### src/sv/tkts_pkg.sv
// shared types, constants and helpers of the top-k threshold selector
// no dependencies
`timescale 1ns / 1ps

package tkts_pkg;

	localparam int PROB_W    = 17;
	localparam int TAG_W     = 32;
	localparam int OP_W      = 2;
	localparam int SLOT_W    = 4;
	localparam int SLOTS_DEF = 16;
	localparam int MAX_READ  = 16;
	localparam int PDATA_W   = 32;
	localparam int PADDR_W   = 2;

	localparam logic [PROB_W-1:0]  ONE_Q16          = 17'h10000;
	localparam logic [PADDR_W-1:0] ADDR_MIN_OCC     = 2'd0;

	localparam logic [OP_W-1:0] OP_OFFER = 2'd0;
	localparam logic [OP_W-1:0] OP_READ  = 2'd1;
	localparam logic [OP_W-1:0] OP_CLEAR = 2'd2;

	typedef struct packed {
		logic [PROB_W-1:0] key;
		logic [PROB_W-1:0] occ;
		logic [TAG_W-1:0]  tag;
	} slot_rec_t;

	typedef struct packed {
		logic rd_en;
		logic wr_en;
		logic clr;
	} mem_ctl_t;

	function automatic logic [PROB_W-1:0] sat_q16(input logic [PROB_W-1:0] v);
		return (v > ONE_Q16) ? ONE_Q16 : v;
	endfunction

endpackage

### src/sv/tkts_if.sv
// item channel interfaces of the top-k threshold selector
// depends on tkts_pkg
`timescale 1ns / 1ps

interface tkts_in_if import tkts_pkg::*; ();
	logic              valid;
	logic              ready;
	logic [OP_W-1:0]   op;
	logic [PROB_W-1:0] increase_prob;
	logic [PROB_W-1:0] occurrence_prob;
	logic [TAG_W-1:0]  tag;

	modport source (output valid, op, increase_prob, occurrence_prob, tag, input ready);
	modport sink (input valid, op, increase_prob, occurrence_prob, tag, output ready);
endinterface

interface tkts_out_if import tkts_pkg::*; ();
	logic              valid;
	logic              ready;
	logic              accepted;
	logic [SLOT_W-1:0] slot;
	logic [PROB_W-1:0] out_increase_prob;
	logic [PROB_W-1:0] out_occurrence_prob;
	logic [TAG_W-1:0]  out_tag;
	logic              last;

	modport source (output valid, accepted, slot, out_increase_prob, out_occurrence_prob,
		out_tag, last, input ready);
	modport sink (input valid, accepted, slot, out_increase_prob, out_occurrence_prob,
		out_tag, last, output ready);
endinterface

### src/sv/top_k_threshold_selector_top.sv
// top level of the top-k threshold selector: sequencer, shared comparator, apb register
// depends on tkts_pkg, tkts_if, tkts_slot_mem
`timescale 1ns / 1ps

// Keeps the SLOTS records with the largest increase probability (unsigned Q1.16, 65536 = 1.0).
// op 0 offers a record: it is dropped if its occurrence is below min_occurrence, otherwise one
// comparator scans the slot memory for the first smallest key below 1.0 and the record replaces
// that slot when its key is larger; one result item with last set. op 1 reads out the first
// min(SLOTS,16) slots in order, last set on the final one. op 2 clears all slots at once with
// no result; op 3 is ignored. An offer reads the slots one by one through the single read port,
// then a drain state and a write state that loads the result; a dropped offer goes straight to
// the write state; a read alternates a read and an output state per slot. The input is not ready
// while an offer or a read is in progress; a finished result waits in the output register.
module top_k_threshold_selector_top import tkts_pkg::*; #(
	parameter int SLOTS = SLOTS_DEF
) (
	input  logic               clk,
	input  logic               arst_n,
	tkts_in_if.sink            item_in,
	tkts_out_if.source         item_out,
	input  logic               psel,
	input  logic               penable,
	input  logic               pwrite,
	input  logic [PADDR_W-1:0] paddr,
	input  logic [PDATA_W-1:0] pwdata,
	output logic [PDATA_W-1:0] prdata,
	output logic               pready
);

	localparam int IDX_W = (SLOTS > 1) ? $clog2(SLOTS) : 1;
	localparam int NRD   = (SLOTS < MAX_READ) ? SLOTS : MAX_READ;
	localparam logic [IDX_W-1:0] SCAN_LAST = IDX_W'(SLOTS - 1);
	localparam logic [IDX_W-1:0] READ_LAST = IDX_W'(NRD - 1);

	typedef enum logic [2:0] {
		S_IDLE,
		S_SCAN,
		S_SCAN_END,
		S_OFFER_DONE,
		S_RD_ADDR,
		S_RD_DATA
	} state_t;

	state_t            state_q;
	logic [IDX_W-1:0]  idx_q;
	logic [PROB_W-1:0] min_occ_q;
	logic [PROB_W-1:0] key_q;
	logic [PROB_W-1:0] occ_q;
	logic [TAG_W-1:0]  tag_q;
	logic [PROB_W-1:0] least_q;
	logic [IDX_W-1:0]  pick_q;
	logic              found_q;
	logic              cmp_en_s1;
	logic [IDX_W-1:0]  cmp_idx_s1;

	logic              out_valid_q;
	logic              out_accepted_q;
	logic [SLOT_W-1:0] out_slot_q;
	logic [PROB_W-1:0] out_inc_q;
	logic [PROB_W-1:0] out_occ_q;
	logic [TAG_W-1:0]  out_tag_q;
	logic              out_last_q;

	logic              in_fire;
	logic              out_free;
	logic              out_load;
	logic              take;
	logic              cfg_wr;
	logic [PROB_W-1:0] in_key;
	logic [PROB_W-1:0] in_occ;
	mem_ctl_t          mem_ctl;
	slot_rec_t         wr_rec;
	slot_rec_t         rd_rec;

	assign item_in.ready = (state_q == S_IDLE);
	assign in_fire       = item_in.valid && item_in.ready;
	assign out_free      = !out_valid_q || item_out.ready;
	assign out_load      = out_free && ((state_q == S_OFFER_DONE) || (state_q == S_RD_DATA));
	assign in_key        = sat_q16(item_in.increase_prob);
	assign in_occ        = sat_q16(item_in.occurrence_prob);
	assign take          = found_q && (key_q > least_q);

	assign mem_ctl.rd_en = (state_q == S_SCAN) || (state_q == S_RD_ADDR);
	assign mem_ctl.wr_en = (state_q == S_OFFER_DONE) && out_free && take;
	assign mem_ctl.clr   = in_fire && (item_in.op == OP_CLEAR);
	assign wr_rec        = '{key: key_q, occ: occ_q, tag: tag_q};

	tkts_slot_mem #(
		.SLOTS(SLOTS)
	) u_slot_mem (
		.clk     (clk),
		.arst_n  (arst_n),
		.ctl     (mem_ctl),
		.wr_addr (pick_q),
		.wr_data (wr_rec),
		.rd_addr (idx_q),
		.rd_data (rd_rec)
	);

	assign cfg_wr = psel && penable && pwrite && (paddr == ADDR_MIN_OCC);
	assign pready = 1'b1;
	assign prdata = (paddr == ADDR_MIN_OCC) ? PDATA_W'(min_occ_q) : '0;

	assign item_out.valid               = out_valid_q;
	assign item_out.accepted            = out_accepted_q;
	assign item_out.slot                = out_slot_q;
	assign item_out.out_increase_prob   = out_inc_q;
	assign item_out.out_occurrence_prob = out_occ_q;
	assign item_out.out_tag             = out_tag_q;
	assign item_out.last                = out_last_q;

	always_ff @(posedge clk or negedge arst_n) begin
		if (!arst_n) begin
			state_q     <= S_IDLE;
			idx_q       <= '0;
			min_occ_q   <= '0;
			found_q     <= 1'b0;
			cmp_en_s1   <= 1'b0;
			out_valid_q <= 1'b0;
		end else begin
			if (cfg_wr) begin
				min_occ_q <= pwdata[PROB_W-1:0];
			end
			if (out_valid_q && item_out.ready && !out_load) begin
				out_valid_q <= 1'b0;
			end

			// shared comparator, one slot per cycle
			cmp_en_s1  <= (state_q == S_SCAN);
			cmp_idx_s1 <= idx_q;
			if (cmp_en_s1 && (rd_rec.key < least_q)) begin
				least_q <= rd_rec.key;
				pick_q  <= cmp_idx_s1;
				found_q <= 1'b1;
			end

			case (state_q)
				S_IDLE: begin
					if (in_fire) begin
						idx_q <= '0;
						case (item_in.op)
							OP_OFFER: begin
								key_q   <= in_key;
								occ_q   <= in_occ;
								tag_q   <= item_in.tag;
								least_q <= ONE_Q16;
								found_q <= 1'b0;
								if (in_occ < sat_q16(min_occ_q)) begin
									state_q <= S_OFFER_DONE;
								end else begin
									state_q <= S_SCAN;
								end
							end
							OP_READ: begin
								state_q <= S_RD_ADDR;
							end
							default: begin
							end
						endcase
					end
				end
				S_SCAN: begin
					idx_q <= idx_q + 1'b1;
					if (idx_q == SCAN_LAST) begin
						state_q <= S_SCAN_END;
					end
				end
				S_SCAN_END: begin
					state_q <= S_OFFER_DONE;
				end
				S_OFFER_DONE: begin
					if (out_free) begin
						out_valid_q    <= 1'b1;
						out_accepted_q <= take;
						out_slot_q     <= take ? SLOT_W'(pick_q) : '0;
						out_inc_q      <= '0;
						out_occ_q      <= '0;
						out_tag_q      <= '0;
						out_last_q     <= 1'b1;
						state_q        <= S_IDLE;
					end
				end
				S_RD_ADDR: begin
					state_q <= S_RD_DATA;
				end
				S_RD_DATA: begin
					if (out_free) begin
						out_valid_q    <= 1'b1;
						out_accepted_q <= 1'b0;
						out_slot_q     <= SLOT_W'(idx_q);
						out_inc_q      <= rd_rec.key;
						out_occ_q      <= rd_rec.occ;
						out_tag_q      <= rd_rec.tag;
						out_last_q     <= (idx_q == READ_LAST);
						if (idx_q == READ_LAST) begin
							state_q <= S_IDLE;
						end else begin
							idx_q   <= idx_q + 1'b1;
							state_q <= S_RD_ADDR;
						end
					end
				end
				default: begin
					state_q <= S_IDLE;
				end
			endcase
		end
	end

endmodule

### src/sv/tkts_slot_mem.sv
// slot record memory with per-entry valid bits and registered read
// depends on tkts_pkg
`timescale 1ns / 1ps

module tkts_slot_mem import tkts_pkg::*; #(
	parameter int SLOTS = SLOTS_DEF,
	localparam int IDX_W = (SLOTS > 1) ? $clog2(SLOTS) : 1
) (
	input  logic             clk,
	input  logic             arst_n,
	input  mem_ctl_t         ctl,
	input  logic [IDX_W-1:0] wr_addr,
	input  slot_rec_t        wr_data,
	input  logic [IDX_W-1:0] rd_addr,
	output slot_rec_t        rd_data
);

	slot_rec_t        mem_q [SLOTS];
	slot_rec_t        rd_rec_q;
	logic             rd_vld_q;
	logic [SLOTS-1:0] valid_q;

	always_ff @(posedge clk) begin
		if (ctl.wr_en) begin
			mem_q[wr_addr] <= wr_data;
		end
		if (ctl.rd_en) begin
			rd_rec_q <= mem_q[rd_addr];
		end
	end

	always_ff @(posedge clk or negedge arst_n) begin
		if (!arst_n) begin
			valid_q  <= '0;
			rd_vld_q <= 1'b0;
		end else begin
			if (ctl.clr) begin
				valid_q <= '0;
			end else if (ctl.wr_en) begin
				valid_q[wr_addr] <= 1'b1;
			end
			if (ctl.rd_en) begin
				rd_vld_q <= valid_q[rd_addr];
			end
		end
	end

	// slots not written since reset or the last clear read as zero
	assign rd_data = rd_vld_q ? rd_rec_q : '0;

endmodule

### src/flat_wrapper.sv
// flat-port wrapper written by rule: the top's interface ports become plain ports
module top_k_threshold_selector_top_flat import tkts_pkg::*;
#(
	parameter int SLOTS = SLOTS_DEF
)
  (clk, arst_n, psel, penable, pwrite, paddr, pwdata, prdata, pready, item_in_valid, item_in_op, item_in_increase_prob, item_in_occurrence_prob, item_in_tag, item_in_ready, item_out_valid, item_out_accepted, item_out_slot, item_out_out_increase_prob, item_out_out_occurrence_prob, item_out_out_tag, item_out_last, item_out_ready);
  tkts_in_if item_in_i ();
  tkts_out_if item_out_i ();
  input  logic clk;
  input  logic arst_n;
  input  logic psel;
  input  logic penable;
  input  logic pwrite;
  input  logic [PADDR_W-1:0] paddr;
  input  logic [PDATA_W-1:0] pwdata;
  output logic [PDATA_W-1:0] prdata;
  output logic pready;
  input wire logic [$bits(item_in_i.valid)-1:0] item_in_valid;
  input wire logic [$bits(item_in_i.op)-1:0] item_in_op;
  input wire logic [$bits(item_in_i.increase_prob)-1:0] item_in_increase_prob;
  input wire logic [$bits(item_in_i.occurrence_prob)-1:0] item_in_occurrence_prob;
  input wire logic [$bits(item_in_i.tag)-1:0] item_in_tag;
  output wire logic [$bits(item_in_i.ready)-1:0] item_in_ready;
  output wire logic [$bits(item_out_i.valid)-1:0] item_out_valid;
  output wire logic [$bits(item_out_i.accepted)-1:0] item_out_accepted;
  output wire logic [$bits(item_out_i.slot)-1:0] item_out_slot;
  output wire logic [$bits(item_out_i.out_increase_prob)-1:0] item_out_out_increase_prob;
  output wire logic [$bits(item_out_i.out_occurrence_prob)-1:0] item_out_out_occurrence_prob;
  output wire logic [$bits(item_out_i.out_tag)-1:0] item_out_out_tag;
  output wire logic [$bits(item_out_i.last)-1:0] item_out_last;
  input wire logic [$bits(item_out_i.ready)-1:0] item_out_ready;
  assign item_in_i.valid = item_in_valid;
  assign item_in_i.op = item_in_op;
  assign item_in_i.increase_prob = item_in_increase_prob;
  assign item_in_i.occurrence_prob = item_in_occurrence_prob;
  assign item_in_i.tag = item_in_tag;
  assign item_in_ready = item_in_i.ready;
  assign item_out_valid = item_out_i.valid;
  assign item_out_accepted = item_out_i.accepted;
  assign item_out_slot = item_out_i.slot;
  assign item_out_out_increase_prob = item_out_i.out_increase_prob;
  assign item_out_out_occurrence_prob = item_out_i.out_occurrence_prob;
  assign item_out_out_tag = item_out_i.out_tag;
  assign item_out_last = item_out_i.last;
  assign item_out_i.ready = item_out_ready;
  top_k_threshold_selector_top #(.SLOTS(SLOTS)) u_core (.clk(clk), .arst_n(arst_n), .item_in(item_in_i), .item_out(item_out_i), .psel(psel), .penable(penable), .pwrite(pwrite), .paddr(paddr), .pwdata(pwdata), .prdata(prdata), .pready(pready));
endmodule
### config.mk
export PLATFORM = sky130hd
export DESIGN_NAME = top_k_threshold_selector_top_flat
export DESIGN_NICKNAME = d
export VERILOG_FILES = /design/src/sv/tkts_pkg.sv /design/src/sv/tkts_if.sv /design/src/sv/top_k_threshold_selector_top.sv /design/src/sv/tkts_slot_mem.sv /design/src/flat_wrapper.sv
export SDC_FILE = /design/constraint.sdc
export NUM_CORES = 1
export LEC_CHECK = 0
export ABC_AREA = 1
export ABC_CLOCK_PERIOD_IN_PS = 11900
export BUFFER_PORTS_ARGS = -buffer_cell sky130_fd_sc_hd__buf_2
export CORE_MARGIN = 4
export CORE_UTILIZATION = 54
export CTS_BUF_LIST = sky130_fd_sc_hd__clkbuf_16
export DETAILED_ROUTE_END_ITERATION = 8
export PLACE_DENSITY = 0.77
export SYNTH_ARGS = -nofsm -noshare
export SYNTH_HDL_FRONTEND = slang
export SYNTH_HIERARCHICAL = 1
export SYNTH_SLANG_ARGS = --single-unit
### constraint.sdc
create_clock -name clk -period 11.9 [get_ports clk]
set_clock_uncertainty 0.15 [all_clocks]
set_input_delay 1.19 -clock clk [delete_from_list [all_inputs] [get_ports clk]]
set_output_delay 1.19 -clock clk [all_outputs]
set_load 0.02 [all_outputs]
* Word level (Yosys, flattened, before mapping)
Memories as Yosys holds them, arrays and structs flattened. A register that Yosys moved wholly into a read port is not among the register bits. Cells that the tools add are included.
Word-level totals: flip-flop bits (word level) 207, RAM bits 1056, output and inout port bits 107, logic and storage cells 129, memories 1
Operators by class: $add $sub $neg 1, $lt $le $gt $ge 9, eq/ne operators 14, muxes and demuxes 53, bitwise logic cells 1, reductions and logical operators 30
Memories:
- u_core.u_slot_mem.mem_q | words 16, bits a word 66, rd ports 1, clocked after Yosys merged registers in 1, write ports 1, line tkts_slot_mem.sv:18 | slot_rec_t mem_q [SLOTS];
Operator list (number):
- $mux 17 | 10
- $pmux 17 s2 | 2
- $mux 66 | 1
- $mux 32 | 2
- $pmux 32 s2 | 1
- $gt 17x17->1 const B | 3
- $lt 17x17->1 | 2
- $mux 16 | 2
- $mux 4 | 6
- $pmux 3 s6 | 1
- $gt 17x17->1 | 1
- $or 16x16->16 | 1
- $mux 1 | 15
- $mux 3 | 5
- $logic_and 1x1->1 | 13
- $pmux 4 s3 | 1
- $reduce_and 4->1 | 3
- $lt 4x5->1 const B | 2
- $pmux 4 s2 | 1
- $eq 3x2->1 const B | 2
- $eq 3x3->1 const B | 2
- $ne 2x2->1 const B | 3
- $pmux 3 s2 | 1
- $reduce_and 5->1 | 1
- 20 further kinds | 27

* Logic depth before layout (Yosys ltp)
word-level depth 8, depth in mapped cells 20, mapped depth without buffers 19

* By module
The synthesis kept the hierarchy.
Modules (own cells, without submodules):
- tkts_slot_mem | instances 1, cells each 3387, area each 44621.5 um^2, sequential area each 34117.7 um^2
- top_k_threshold_selector_top | instances 1, cells each 895, area each 9006.1 um^2, sequential area each 5570.3 um^2

* Worst setup path before layout
Ideal clock, no wire load.
path kind input -> register, from in item_out_ready, to reg u_core.out_accepted_q (netlist: u_core/item_out.accepted) (enable), library setup time 591 ps, arrival 6171 ps, required time 11159 ps, slack 4988 ps, cell stages on the path 2, path buffers 0, cell sequence nor2_1 > nor3_1
On the way: longest elaborated chain between the ends 3
RTL lines:
- start: declaration | line flat_wrapper.sv:31 | input wire logic [$bits(item_out_i.ready)-1:0] item_out_ready;
- $logic_or 1x1->1 (*) | line top_k_threshold_selector_top.sv:77 | assign out_free = !out_valid_q || item_out.ready;
- $ne 2x1->1 (no line)
- $reduce_and 4->1 (no line) (*)
- end signal: assignment | line top_k_threshold_selector_top.sv:174 | out_accepted_q <= take;
- end: declaration | line top_k_threshold_selector_top.sv:57 | logic out_accepted_q;
Every way passes the cells marked *; elsewhere a longest branch is shown, timed or not. A chain may end at the register's enable or synchronous reset.

==> metrics.csv <==
metric;value;unit
Initial Util;0.545;
Post-CTS Setup Repair Bufs;0;
Register Area;0.0397;mm²
minimum clock period;5.13;ns
Max FO, Critical Path;45;
setup ws final;6.77;ns
Multi-input gate area;0.0119;mm²
RSZ-0062 raised after global routing;false;
Peak VDD IR;189;µV
total power;0.0122;W
critical path class;register to register;
post-synthesis cell type count;44;
EDFF count, synth;1285;
worst skew pair latency;0.74;ns
TritonCTS sink count;1329;
critical path launch point type;register;
Synth Area per Inst;12.5;µm²
core box area;0.0984;mm²
Final Util;0.605;
floorplan die height;323;µm
Resize count post-CTS;0;
pre-CTS WS;6.88;ns
post-synthesis cell area;0.0536;mm²
Leak;20.8;nW
die span in x;323;µm
Top Ports;216;
FF-to-FF path depth;13;
P&R area growth vs syn;11.0;%
first-pass GRT wire length;190;mm
hold path startpoint;u_core/cmp_idx_s1[2];
Worst Setup End Kind;register;
max-cap violation count;0;
filler cell count in the final layout;7236;
worst r2r dst;u_core/u_slot_mem/mem_q[11][22];
clock buffer depth;3;
Yosys Warn Count;6;
Seq/Total Area, Yosys;0.740;
largest net degree at the start of global routing;227;
DRT iter0 DRCs;3714;
Avg WL per Cell;21.9;µm
final worst-path cycle share;0.431;
CTS root buf;clkbuf_16;
status;completed;
H-tree levels;4;
Slew HR;0.134;
CTS tree;yes;
WP data required;12.08;ns
total gr overflow;0;
vias in the first global route;32700;
CP bufs+invs;4;
register clock-pin slew on the reported worst setup and hold paths;0.06;ns
initial antenna violation count;1;
PwrDens;205;mW/mm²
Slew Viols, Final;0;
NumNets Final;4552;
Num CTS Buffers;134;
count of final setup violators;0;
fraction of layout cells with a size suffix above 1;0.100;
Reg2Reg Setup Slack;6.77;ns
row cnt;115;
I/O Buffers;184;
all-layer global routing usage;0.240;
Ant. Diodes;0;
R2R Path Start;u_core/key_q[9];
hold slack;0.275;ns
GPL Wtd Cong;0.815;
Top delay family on crit path;simple AND/OR/NAND/NOR gates;
critical path data arrival time;5.31;ns
Seq cells post-synth;1329;
most frequent cells in the layout;1285 x edfxtp_1, 1026 x nor2_1, 535 x o21ai_0;
DRC;0;
CP max-delay cell;buf_4;
ys async rst share;0.0331;
final setup TNS;0;ns
worst hold path depth;0;
ys flop type;edfxtp_1;
most common cell after layout, fill and taps aside;edfxtp_1;
critical path depth in cells;13;
number of vias per cell;5.88;
Hold Buf Count CTS;0;
die area;0.104;mm²
hold crit path type;register to register;
Critical Path Max Stage Delay;0.91;ns
DRT Pass-1 Iters;6;
Worst Hold Endpoint;u_core/pick_q[2];
Detail Placement HPWL;63.4;mm
Mapped Cells;4282;
WL final;127;mm
Vias;34000;
Fin. Hold Viols;0;
Slew @ Worst Pin;1.30;ns
fmax;0.195;GHz
CP Cell Sequence;ha_1 > nand2_1 > nor2_1 > nand2_1 > inv_1 > a31oi_1 > nand2_1 > nor2_1 > inv_1 > nor3_1 > inv_1 > nor2_4 > buf_4;
final antenna-violating net count;0;
## layer usage
layer  vias up  wire, µm  GRT usage
li1      15400         -          -
met1     16600     49400      0.324
met2      1742     62400      0.397
met3       275     11100     0.0378
met4         0      3870     0.0883
met5         -         0          0
## power breakdown
| part | switching (W) | internal (W) |
|---|---|---|
| clock network | 0.00171 | 0.00223 |
| logic | 0.00183 | 0.000723 |
| registers | 0.000238 | 0.00548 |
## area by class of cell
| cell class | instances | share of cell area |
|---|---|---|
| clock buffer | 139 | 0.0584 |
| timing repair buffer | 228 | 0.0214 |
| tap | 1287 | 0.0270 |
| sequential | 1329 | 0.667 |
| multi-input combinational | 2451 | 0.200 |
| clock inverter | 105 | 0.0107 |
| inverter | 249 | 0.0161 |
## cell usage after synthesis, types with 27 or more instances
cell      number  area (µm²)
ha_1          50         626
buf_2         50         250
dfrtp_1       44        1100
buf_1         27         101
nand2_1      299        1120
edfxtp_1    1285       38600
nor2_1      1043        3920
o21ai_0      535        2680
a21oi_1       39         195
nand3_1      153         766
inv_1        241         905
buf_4         37         278
clkbuf_1     138         518
o211ai_1     265        1990
## through the flow
stage                     std cells  instance area (µm²)
after floorplan                4296                53700
after global placement         5543                55400
after detailed placement       5543                55400
after CTS                      5787                59500
after global routing           5788                59500
final                          5788                59500
## registers in the layout, indices dropped and copies added, names as in the netlist
name and flops:
u_core/min_occ_q 17, u_core/item_out.valid 1, u_core/item_out.out_tag 32, u_core/tag_q 32, u_core/key_q 17, u_core/u_slot_mem/mem_q 1056
u_core/u_slot_mem/rd_vld_q 1, u_core/state_q 3, u_core/item_out.slot 4, u_core/item_out.out_increase_prob 17, u_core/occ_q 17, u_core/cmp_en_s1 1
u_core/pick_q 4, u_core/item_out.last 1, u_core/u_slot_mem/rd_rec_q 66, u_core/idx_q 4, u_core/item_out.out_occurrence_prob 17, u_core/item_out.accepted 1
u_core/cmp_idx_s1 4, u_core/u_slot_mem/valid_q 16, u_core/least_q 17, u_core/found_q 1
## cells by family after synthesis
family                   count (synthesis)  synth area share
adder cells (fa/ha/maj)                 50            0.0117
other                                    2          0.000140
AO/OA/AOI/OAI                          853            0.0926
buffers and inverters                  516            0.0422
AND/OR/NAND/NOR                       1530             0.113
multiplexers                             1          0.000187
flip-flops                            1329             0.740
XOR/XNOR                                 1          0.000163
## worst max-delay path by stage
stage                                 endpoint              from
6_report       u_core/u_slot_mem/mem_q[11][22]   u_core/key_q[9]
5_1_grt         u_core/u_slot_mem/mem_q[1][22]  u_core/key_q[12]
4_1_cts         u_core/u_slot_mem/mem_q[9][21]   u_core/key_q[9]
3_5_place_dp    u_core/u_slot_mem/mem_q[9][19]  u_core/key_q[11]
3_3_place_gp    u_core/u_slot_mem/mem_q[1][21]   u_core/key_q[9]
2_1_floorplan         u_core/item_out.accepted    item_out_ready
(Power assumes the default switching activity.)
